===== src/sv/isms_pkg.sv =====
// ----------------------------------------------------------------------------
// isms_pkg
// shared types for the interval set merge insert unit
// ----------------------------------------------------------------------------
package isms_pkg;

   localparam int START_W = 63;
   localparam int LEN_W   = 63;
   localparam int END_W   = 64;
   localparam int COUNT_W = 5;

   typedef enum logic {
      ACT_INSERT = 1'b0,
      ACT_CLEAR  = 1'b1
   } isms_action_type;

   typedef enum logic [1:0] {
      ST_IDLE,
      ST_SCAN,
      ST_PLACE,
      ST_EMIT
   } isms_state_type;

   typedef struct packed {
      logic               used;
      logic [START_W-1:0] start;
      logic [END_W-1:0]   length;
   } isms_entry_type;

   typedef struct packed {
      logic shift;
      logic clr;
   } isms_cell_ctl_type;

endpackage


===== src/sv/isms_cell.sv =====
// ----------------------------------------------------------------------------
// isms_cell
// one table slot of the rotating range chain
// ----------------------------------------------------------------------------
module isms_cell import isms_pkg::*; (
   input  logic              clock,
   input  logic              reset,
   input  isms_cell_ctl_type ctl,
   input  isms_entry_type    shift_in,
   input  logic              wr,
   input  isms_entry_type    wr_data,
   output isms_entry_type    entry
);

   logic               used_ff, used_in;
   logic [START_W-1:0] start_ff, start_in;
   logic [END_W-1:0]   length_ff, length_in;

   always_comb begin
      used_in   = used_ff;
      start_in  = start_ff;
      length_in = length_ff;
      if (ctl.clr) begin
         used_in = 1'b0;
      end else if (wr) begin
         used_in   = wr_data.used;
         start_in  = wr_data.start;
         length_in = wr_data.length;
      end else if (ctl.shift) begin
         used_in   = shift_in.used;
         start_in  = shift_in.start;
         length_in = shift_in.length;
      end
   end

   always_ff @(posedge clock) begin
      if (reset) begin
         used_ff <= 1'b0;
      end else begin
         used_ff <= used_in;
      end
   end

   always_ff @(posedge clock) begin
      start_ff  <= start_in;
      length_ff <= length_in;
   end

   assign entry = '{used: used_ff, start: start_ff, length: length_ff};

endmodule


===== config.mk =====
export PLATFORM = sky130hd
export DESIGN_NAME = isms_cell
export DESIGN_NICKNAME = d
export VERILOG_FILES = /design/src/sv/isms_pkg.sv /design/src/sv/isms_cell.sv
export SDC_FILE = /design/constraint.sdc
export NUM_CORES = 1
export LEC_CHECK = 0
export ABC_CLOCK_PERIOD_IN_PS = 11600
export BUFFER_PORTS_ARGS = -buffer_cell sky130_fd_sc_hd__buf_2
export CELL_PAD_IN_SITES_DETAIL_PLACEMENT = 0
export CELL_PAD_IN_SITES_GLOBAL_PLACEMENT = 1
export CORE_AREA = 3 3 151 153
export DETAILED_ROUTE_END_ITERATION = 12
export DIE_AREA = 0 0 154 156
export MAX_ROUTING_LAYER = met4
export PLACE_DENSITY = 0.72
export SETUP_SLACK_MARGIN = 0.3
export SKIP_CTS_REPAIR_TIMING = 1
export SYNTH_ARGS = -nofsm -noshare
export SYNTH_HDL_FRONTEND = slang
export SYNTH_SLANG_ARGS = --single-unit

===== constraint.sdc =====
create_clock -name clock -period 11.6 [get_ports clock]
set_input_delay 0.58 -clock clock [delete_from_list [all_inputs] [get_ports clock]]
set_output_delay 0.58 -clock clock [all_outputs]
set_load 0.005 [all_outputs]

==> results.md, run 1 <==
- The run finished with clean final reports.
- Counting every sink on the clock net gives 128.
- The first detailed-routing pass took 4 iterations.
- The hold-critical path depth is 2.
- The count of nets left with antenna violations once routing finished came out at 0.
- Among all stages on the critical path, the largest delay is contributed by buf_4.
- The timing-limited maximum frequency is 422 MHz.
- The sequential-to-total area share from yosys stat is 70.2%.
- For this design the static power due to leakage is 3.55 nW.
- During I/O placement, the number of pins put on the boundary was 389.
- The final total negative setup slack is 0 ns.
- The die covers 0.0240 sq mm.
- STA puts the critical path data required time at 11.75 ns.
- The die extent in y is 156 microns.
- Sorting the synthesized cells by area gives the leading types as edfxtp_1 (70%), mux2_2 (26%), buf_6 (2.1%).
- Global routing used 13.1% of the available tracks.
- The worst setup timing slack at the placement stage is 8.72 ns.
- The finished cells cover 0.00819 sq mm.
- The total via count after detailed routing is 4043.
- The total of endpoints with negative setup slack in the final report is 0.
- The power density over the cells is 150 mW/mm^2.
- Entering global routing, the biggest net connects 82 pins.
- Setup repair after global routing left no endpoint under its margin.
- Subtracting the final worst setup slack from the clock period gives 2.37 ns.
- For this block, the initial DRC count from the detailed router was 186.
- The TritonCTS clock tree is built.
- In this run the worst path has a maximum fanout of 67.
- Synthesis produced a netlist with a net count of 537.
- The largest incremental delay on the critical path is 0.74 ns.
- The cell count after synthesis came out at 276.
- The clock tree root driver cell is clkbuf_16.
- The post-synthesis instance area is 0.00546 sq mm.
- The cell type with the highest occurrence count on the critical path is buf_4.
- CTS built an H-tree with a depth of 4.
- In this run the cell area measured after placement is 0.00764 sq mm.
- The number of clock buffers inserted by TritonCTS is 17.
- In this run the core area contains 54 standard-cell rows.
- The number of endpoints with negative hold slack in the final report is 0.
- After floorplanning, the core was sized to cover 0.0217 sq mm.
- The worst-case headroom to the max-slew limit is 29.2%.
- Dividing the detail-routed via count by the number of cells gives 4.19.
- The clock edge transition at the registers on the reported setup and hold paths is 0.05 ns.
- The max-capacitance violation count is 0.
- Hold timing on the final database bottoms out at a slack of 0.366 ns.
- The signal on the critical path passes through buf_4 -> buf_4 -> mux2_2.
- The worst setup skew after layout is 0 ns.
- The placed wire-length estimate is 12300 microns.
- The number of pins with negative max-slew slack in the final report is 0.
- Yosys printed 0 warnings.
- After layout, the design draws a total of 1.23 mW.
- STA classifies the critical path startpoint as a primary input.
- Averaged over all synthesized cells, the footprint is 19.8 sq um.
- The clock reaches the later pin of the worst-skew pair after 0.40 ns.
- For the worst flop-to-flop path, the logic depth is 2.
- The remaining global-route overflow is 0.
- The clock passes through at most 2 buffers.
- The number of antenna violations at the first check in global routing is 1.
- The area overhead of the layout relative to synthesis is 50.0%.
- Once layout is complete, the cells apart from fillers number 965.
- The wire length of the first global-routing pass is 23200 microns.
- The fraction of layout cells with a size suffix above 1 is 80.4%.
- The type of the worst setup path is primary input to flop.
- The final net count is 932.
- The die is 154 microns wide.
- The synthesized design contains 128 register bits.
- The share of the clock period used by the worst path is 20.4%.
- The residual DRC count is 0.
- The average wire per cell in the routed design is 16.5 microns.
- The synthesized design devotes to its leading area cell type 69.8% of total area.
- The via count of the first global-routing pass is 4160.
- At the end of routability-driven placement, the weighted congestion stood at 0.755.
- Input and output buffers added on the ports amount to 388.
- The arrival time of the worst setup path is 2.52 ns.
- Once routing completed, OpenROAD measured the worst setup slack at 9.23 ns.
- Summed over all instances, the cell type with the most area after synthesis is edfxtp_1.
- The initial core utilization is 25.2%.
- Cells fill 37.8% of the core in the end.
- The worst voltage drop across the vdd grid is 0.0000853 V.
- The transition at the pin with the smallest max-transition slack is 1.06 ns.
- The path category of the worst min-delay check is primary input to flop.
- In this run, distinct cell masters in the synthesized netlist total 11.
- The worst setup path is captured at a flop.
- For this block, the routed nets add up to 15900 microns of wire.
- Including well taps, the total number of placed cells is 932.
final timing paths:
kind	start	slack, ns	to
worst max-delay path	wr	9.23	length_ff[63]
worst min-delay path	reset	0.37	used_ff
worst max register to register	used_ff	10.72	used_ff
worst min register to register	used_ff	0.67	used_ff
per-layer routing:
metal	vias to the layer above	GRT usage, %	wire length (microns)
met5	-	-	0
met4	0	4.54	254
met3	16	4.88	1530
met2	239	21.8	8310
met1	1911	14.5	5840
li1	1877	-	-
sequential cells by signal (all words and copies together), names as in the netlist:
name,flops
length_ff,64
used_ff,1
start_ff,63
Yosys cell counts:
cell / n
mux2_2: 127
nor2b_1: 1
inv_1: 1
buf_4: 2
dfxtp_1: 1
mux2i_1: 1
buf_2: 3
buf_6: 10
edfxtp_1: 127
nor2_1: 2
a2111oi_4: 1
worst max-delay path: cells and delay by family:
kind,cells,cell delay [ns]
mux,1,0.42
buf+inv,2,1.34
cells by family (layout without fill, tap and decap cells):
logic type	Yosys count	count (layout)	synth area share, %
AOI/OAI and AO/OA	1	1	0.504
buffers and inverters	16	424	2.68
DFF	128	128	70.2
muxes	128	128	26.4
and+or+nand+nor	3	3	0.252
other	0	1	0
report_power, final:
group	internal [mW]	leakage, nW	switching [mW]
clock network	0.294	0.259	0.204
registers	0.562	1.23	0.0106
logic	0.0897	2.06	0.0670
placed cells by master, fill, tap and decap left out, types with 3 or more instances in the layout:
master	count
clkbuf_16	17
buf_2	387
edfxtp_1	127
clkinv_2	4
clkinvlp_4	4
buf_4	4
clkinv_4	3
mux2_2	127
layout make-up:
cell class / count / area (sq um)
antenna: 1 / 2.50
clock buffer: 18 / 429
clock inverter: 14 / 119
fill: 2123 / 13500
inverter: 1 / 3.75
multi-input combinational: 132 / 1490
sequential: 128 / 3830
tap: 280 / 350
timing repair buffer: 391 / 1970
(Power assumes the default switching activity.)
==> run 2: changes to the inputs <==
--- a/config.mk
+++ b/config.mk
@@ -5,15 +5,16 @@
 export SDC_FILE = /design/constraint.sdc
 export NUM_CORES = 1
 export LEC_CHECK = 0
-export ABC_CLOCK_PERIOD_IN_PS = 11600
+export ABC_CLOCK_PERIOD_IN_PS = 2160
 export BUFFER_PORTS_ARGS = -buffer_cell sky130_fd_sc_hd__buf_2
 export CELL_PAD_IN_SITES_DETAIL_PLACEMENT = 0
 export CELL_PAD_IN_SITES_GLOBAL_PLACEMENT = 1
-export CORE_AREA = 3 3 151 153
+export CORE_ASPECT_RATIO = 0.6
+export CORE_MARGIN = 3
+export CORE_UTILIZATION = 28
 export DETAILED_ROUTE_END_ITERATION = 12
-export DIE_AREA = 0 0 154 156
 export MAX_ROUTING_LAYER = met4
-export PLACE_DENSITY = 0.72
+export PLACE_DENSITY = 0.81
 export SETUP_SLACK_MARGIN = 0.3
 export SKIP_CTS_REPAIR_TIMING = 1
 export SYNTH_ARGS = -nofsm -noshare
==> constraint.sdc (replaced) <==
create_clock -name clock -period 2.16 [get_ports clock]
set_input_delay 0.108 -clock clock [delete_from_list [all_inputs] [get_ports clock]]
set_output_delay 0.108 -clock clock [all_outputs]
set_load 0.005 [all_outputs]
==> results.md, run 2 <==
- The proportion of register bits with asynchronous set or reset after synthesis is 0% (unchanged).
- The post-synthesis instance area is 0.00546 sq mm (unchanged).
- The placed standard-cell area came to 0.00768 sq mm (+0.52%).
- The register bit total from synthesis was 128 (unchanged).
- The total number of yosys warnings was 0 (unchanged).
- The count of flip-flops with a built-in enable after synthesis is 127 (unchanged).
- Ranked by instance count, the synthesized netlist is headed by edfxtp_1 (127), mux2_2 (127), buf_6 (10), buf_2 (3).
- The average footprint of a synthesized cell is 19.8 sq um (unchanged).
- The flip-flop cell with the highest count after synthesis is edfxtp_1.
- The gate count after technology mapping is 276 (unchanged).
- The final weighted congestion in routability-driven placement is 0.758 (+0.42%).
- The run stopped with a tool error.
- The biggest area contributor in the post-synthesis netlist is edfxtp_1.
- The placed wire-length estimate is 13400 microns (+9.1%).
- The floorplan die width came to 186 microns (+21%).
- The area share of the largest cell type after synthesis is 69.8% (unchanged).
- In the post-synthesis netlist, the biggest area contributors are edfxtp_1 (70%), mux2_2 (26%), buf_6 (2.1%).
- The count of port buffers added during placement was 388 (unchanged).
- The largest buffer count on any clock path is 2 (unchanged).
- The number of I/O pins is 389 (unchanged).
- The total nets after synthesis came to 537 (unchanged).
- The clock tree root driver cell is clkbuf_16.
- The sequential-to-total area share from yosys stat came to 70.2% (unchanged).
- The first error in the log reads "[ERROR RSZ-0060] Max buffer count reached".
- The stage where the run came to a stop is global routing.
- The worst setup timing slack at the placement stage is 0.835 ns (-7.89 ns).
- The initial core utilization is 29.4% (+4.2 points).
- The count of unique library cells instantiated by Yosys is 11 (unchanged).
- Entering global routing, the biggest net connects 71 pins.
- The die extent in y came to 114 microns (-27%).
- The number of clock buffers inserted by TritonCTS was 17 (unchanged).
- The total number of placement rows is 38 (-30%).
- The H-tree depth reported by CTS is 4 (unchanged).
- The count of clock tree sinks was 128 (unchanged).
## run 2: cell counts after synthesis
No cell type changed its count.
## run 2: cells by family after synthesis
kind of cell / after synthesis / share of synthesized area (%)
AOI/OAI and AO/OA: 1 / 0.504
buffers and inverters: 16 / 2.68
DFF: 128 / 70.2
muxes: 128 / 26.4
and+or+nand+nor: 3 / 0.252
## run 2: metrics by stage
stage / std cells / TNS (ns)
after floorplan: 276 / -67.32
after global placement: 913 / 0
after detailed placement: 913 / 0
after CTS: 945 / 0
==> run 3: changes to the inputs <==
==> config.mk (replaced) <==
export PLATFORM = sky130hd
export DESIGN_NAME = isms_cell
export DESIGN_NICKNAME = d
export VERILOG_FILES = /design/src/sv/isms_pkg.sv /design/src/sv/isms_cell.sv
export SDC_FILE = /design/constraint.sdc
export NUM_CORES = 1
export LEC_CHECK = 0
export ABC_CLOCK_PERIOD_IN_PS = 2800
export BUFFER_PORTS_ARGS = -buffer_cell sky130_fd_sc_hd__buf_2
export CORE_MARGIN = 3
export CORE_UTILIZATION = 25
export DETAILED_ROUTE_END_ITERATION = 12
export PLACE_DENSITY_LB_ADDON = 0.15
export SKIP_CTS_REPAIR_TIMING = 1
export SYNTH_ARGS = -nofsm -noshare
export SYNTH_HDL_FRONTEND = slang
export SYNTH_SLANG_ARGS = --single-unit
==> constraint.sdc (replaced) <==
create_clock -name clock -period 2.8 [get_ports clock]
set_input_delay 0.14 -clock clock [delete_from_list [all_inputs] [get_ports clock]]
set_output_delay 0.14 -clock clock [all_outputs]
set_load 0.005 [all_outputs]
==> results.md, run 3 (synthesis results as in run 1) <==
- The routed layout has 3986 vias.
- Setup repair after global routing left no endpoint under its margin.
- The H-tree depth reported by CTS is 4 (unchanged).
- Using the TritonRoute via totals, the vias-per-cell ratio works out to 4.14.
- The final weighted congestion in routability-driven placement is 0.782 (+3.0%).
- The run finished with clean final reports.
- The arrival time of the worst setup path is 1.77 ns.
- The floorplan die area is 0.0237 sq mm.
- The count of clock tree sinks is 128 (unchanged).
- More flip-flops sit in one register than any other, and that register is length_ff.
- The first global-routing pass estimated 23300 microns of wire.
- The die extent in y is 154 microns (+35%).
- The share of the clock period used by the worst path is 50.7%.
- The non-filler instance count after layout is 963.
- The post-placement cell count is 928 (+1.6%).
- The total number of placement rows is 53 (+39%).
- The library cells used most frequently in the layout, excluding fill and tap cells, are buf_2 (387), mux2_2 (127), edfxtp_1 (127).
- The initial core utilization was 25.7% (-3.6 points).
- In this run the critical register-to-register path is launched from used_ff.
- Across all register-to-register paths, the minimum setup slack is 1.40 ns.
- The setup path with the least slack is of type primary input to flop.
- The number of endpoints with negative hold slack in the final report was 0.
- The number of flip-flops under the largest register name is 64.
- The count of port buffers added during placement is 388 (unchanged).
- The number of antenna violations at the first check in global routing was 2.
- The number of violations reported at the end of detailed-routing iteration 0 is 108.
- The static leakage is 3.60 nW.
- STA classifies the critical path endpoint as a flop.
- The total of endpoints with negative setup slack in the final report is 0.
- For this block, the routed nets add up to 16200 microns of wire.
- Entering global routing, the biggest net connects 72 pins.
- Dividing the detail-routed wire length by the instance count gives 16.8 microns.
- The placed wire-length estimate came to 12700 microns (-5.1%).
- The TritonCTS clock tree is built.
- The hold-critical path depth is 2.
- STA puts the critical path data required time at 3.15 ns.
- The number of clock buffers inserted by TritonCTS is 17 (unchanged).
- The area overhead of the layout relative to synthesis is 51.9%.
- The core area is 0.0212 sq mm.
- The residual DRC count is 0.
- The number of pins with negative max-slew slack in the final report is 0.
- The fraction of layout cells with a size suffix above 1 is 80.2%.
- Setup total negative slack on the finished layout was measured at 0 ns.
- Setup slack on the critical path of the routed design comes to 1.38 ns.
- In the final design database the tool counted 935 nets.
- The largest registers in the layout are length_ff x64, start_ff x63, used_ff x1.
- The first detailed-routing pass took 4 iterations.
- The remaining global-route overflow is 0.
- The clock tree root driver cell is clkbuf_16.
- The power density over the cells is 633 mW/mm^2.
- The start point of the worst hold path is wr_data[75].
- Leaving out fill and tap cells, the most frequent cell in the layout is buf_2.
- The number of I/O pins is 389 (unchanged).
- The via count of the first global-routing pass is 4125.
- The worst register-to-register path ends at used_ff.
- The worst setup timing slack at the placement stage came to 1.10 ns (+0.262 ns).
- The floorplan die width is 154 microns (-17%).
- Fill cells in the final layout number 2053.
- The critical path startpoint category is a primary input.
- The transition at the pin with the smallest max-transition slack is 0.589 ns.
- The tool flagged a number of max-cap violations equal to 0.
- Measured against its own limit, the worst slew margin works out to 60.8%.
- The largest buffer count on any clock path is 2 (unchanged).
- The tightest min-delay check is of the primary input to flop type.
- Along the worst path, the maximum fanout reaches 66.
- The minimum clock period is 1.42 ns.
- The path with the worst hold slack has its endpoint at start_ff[11].
- The worst voltage drop across the vdd grid is 0.000356 V.
- On the final layout, the worst clock skew is 0 ns.
- In this run the remaining antenna-violating nets after routing total 0.
- The global-route usage over all layers is 12.9%.
- Clock-pin slew was measured on the worst setup and hold paths at 0.06 ns.
- The utilization of the core after routing is 39.1%.
- The timing-limited maximum frequency is 705 MHz.
- The worst reg-to-reg path cell count is 3.
- For the worst-skew pair, the clock arrives at the later sink with an insertion delay of 0.40 ns.
[run 3: per-stage QoR]
step	hold WS, ns	power (mW)	area [sq um]
2_1_floorplan	0.204	2.67	5470
3_3_place_gp	0.330	3.08	7680
3_5_place_dp	0.329	3.09	7680
4_1_cts	-0.114	5.35	8270
5_1_grt	0.0112	5.49	8300
6_report	0.0325	5.26	8300
[run 3: cell type report]
cell class | instances | area [sq um] | share of cell area, %
Antenna cell | 2 | 5.00 | 0.0603
Clock buffer | 18 | 429 | 5.17
Clock inverter | 13 | 161 | 1.95
Inverter | 1 | 3.75 | 0.0452
Multi-Input combinational cell | 132 | 1490 | 17.9
Sequential cell | 128 | 3830 | 46.2
Tap cell | 275 | 344 | 4.15
Timing Repair Buffer | 394 | 2030 | 24.5
[run 3: report_power, final]
part | total, mW | internal, mW | switching, mW
sequential | 2.37 | 2.33 | 0.0427
combinational | 0.659 | 0.380 | 0.278
clock | 2.23 | 1.40 | 0.829
[run 3: how the worst max path moves through the flow]
stage / startpoint / endpoint / depth (start not counted)
finish: wr / used_ff / 5
detailed placement: wr / start_ff[6] / 3
CTS: wr / length_ff[8] / 3
floorplan: wr / length_ff[0] / 4
global route: wr / used_ff / 5
global placement: wr / length_ff[25] / 3
[run 3: worst max-delay path, stage by stage]
cell	delay [ns]
buf_4	0.27
buf_12	0.34
inv_1	0.13
a2111oi_4	0.29
dlygate4sd3_1	0.58
[run 3: routing by layer]
layer  vias to the layer above  share of wire, %  track usage [%]
met5                         -                 0                0
met2                       225                53             23.7
li1                       1889                 -                -
met4                         0               1.7             4.50
met3                        15               9.5             5.26
met1                      1857                36             13.2
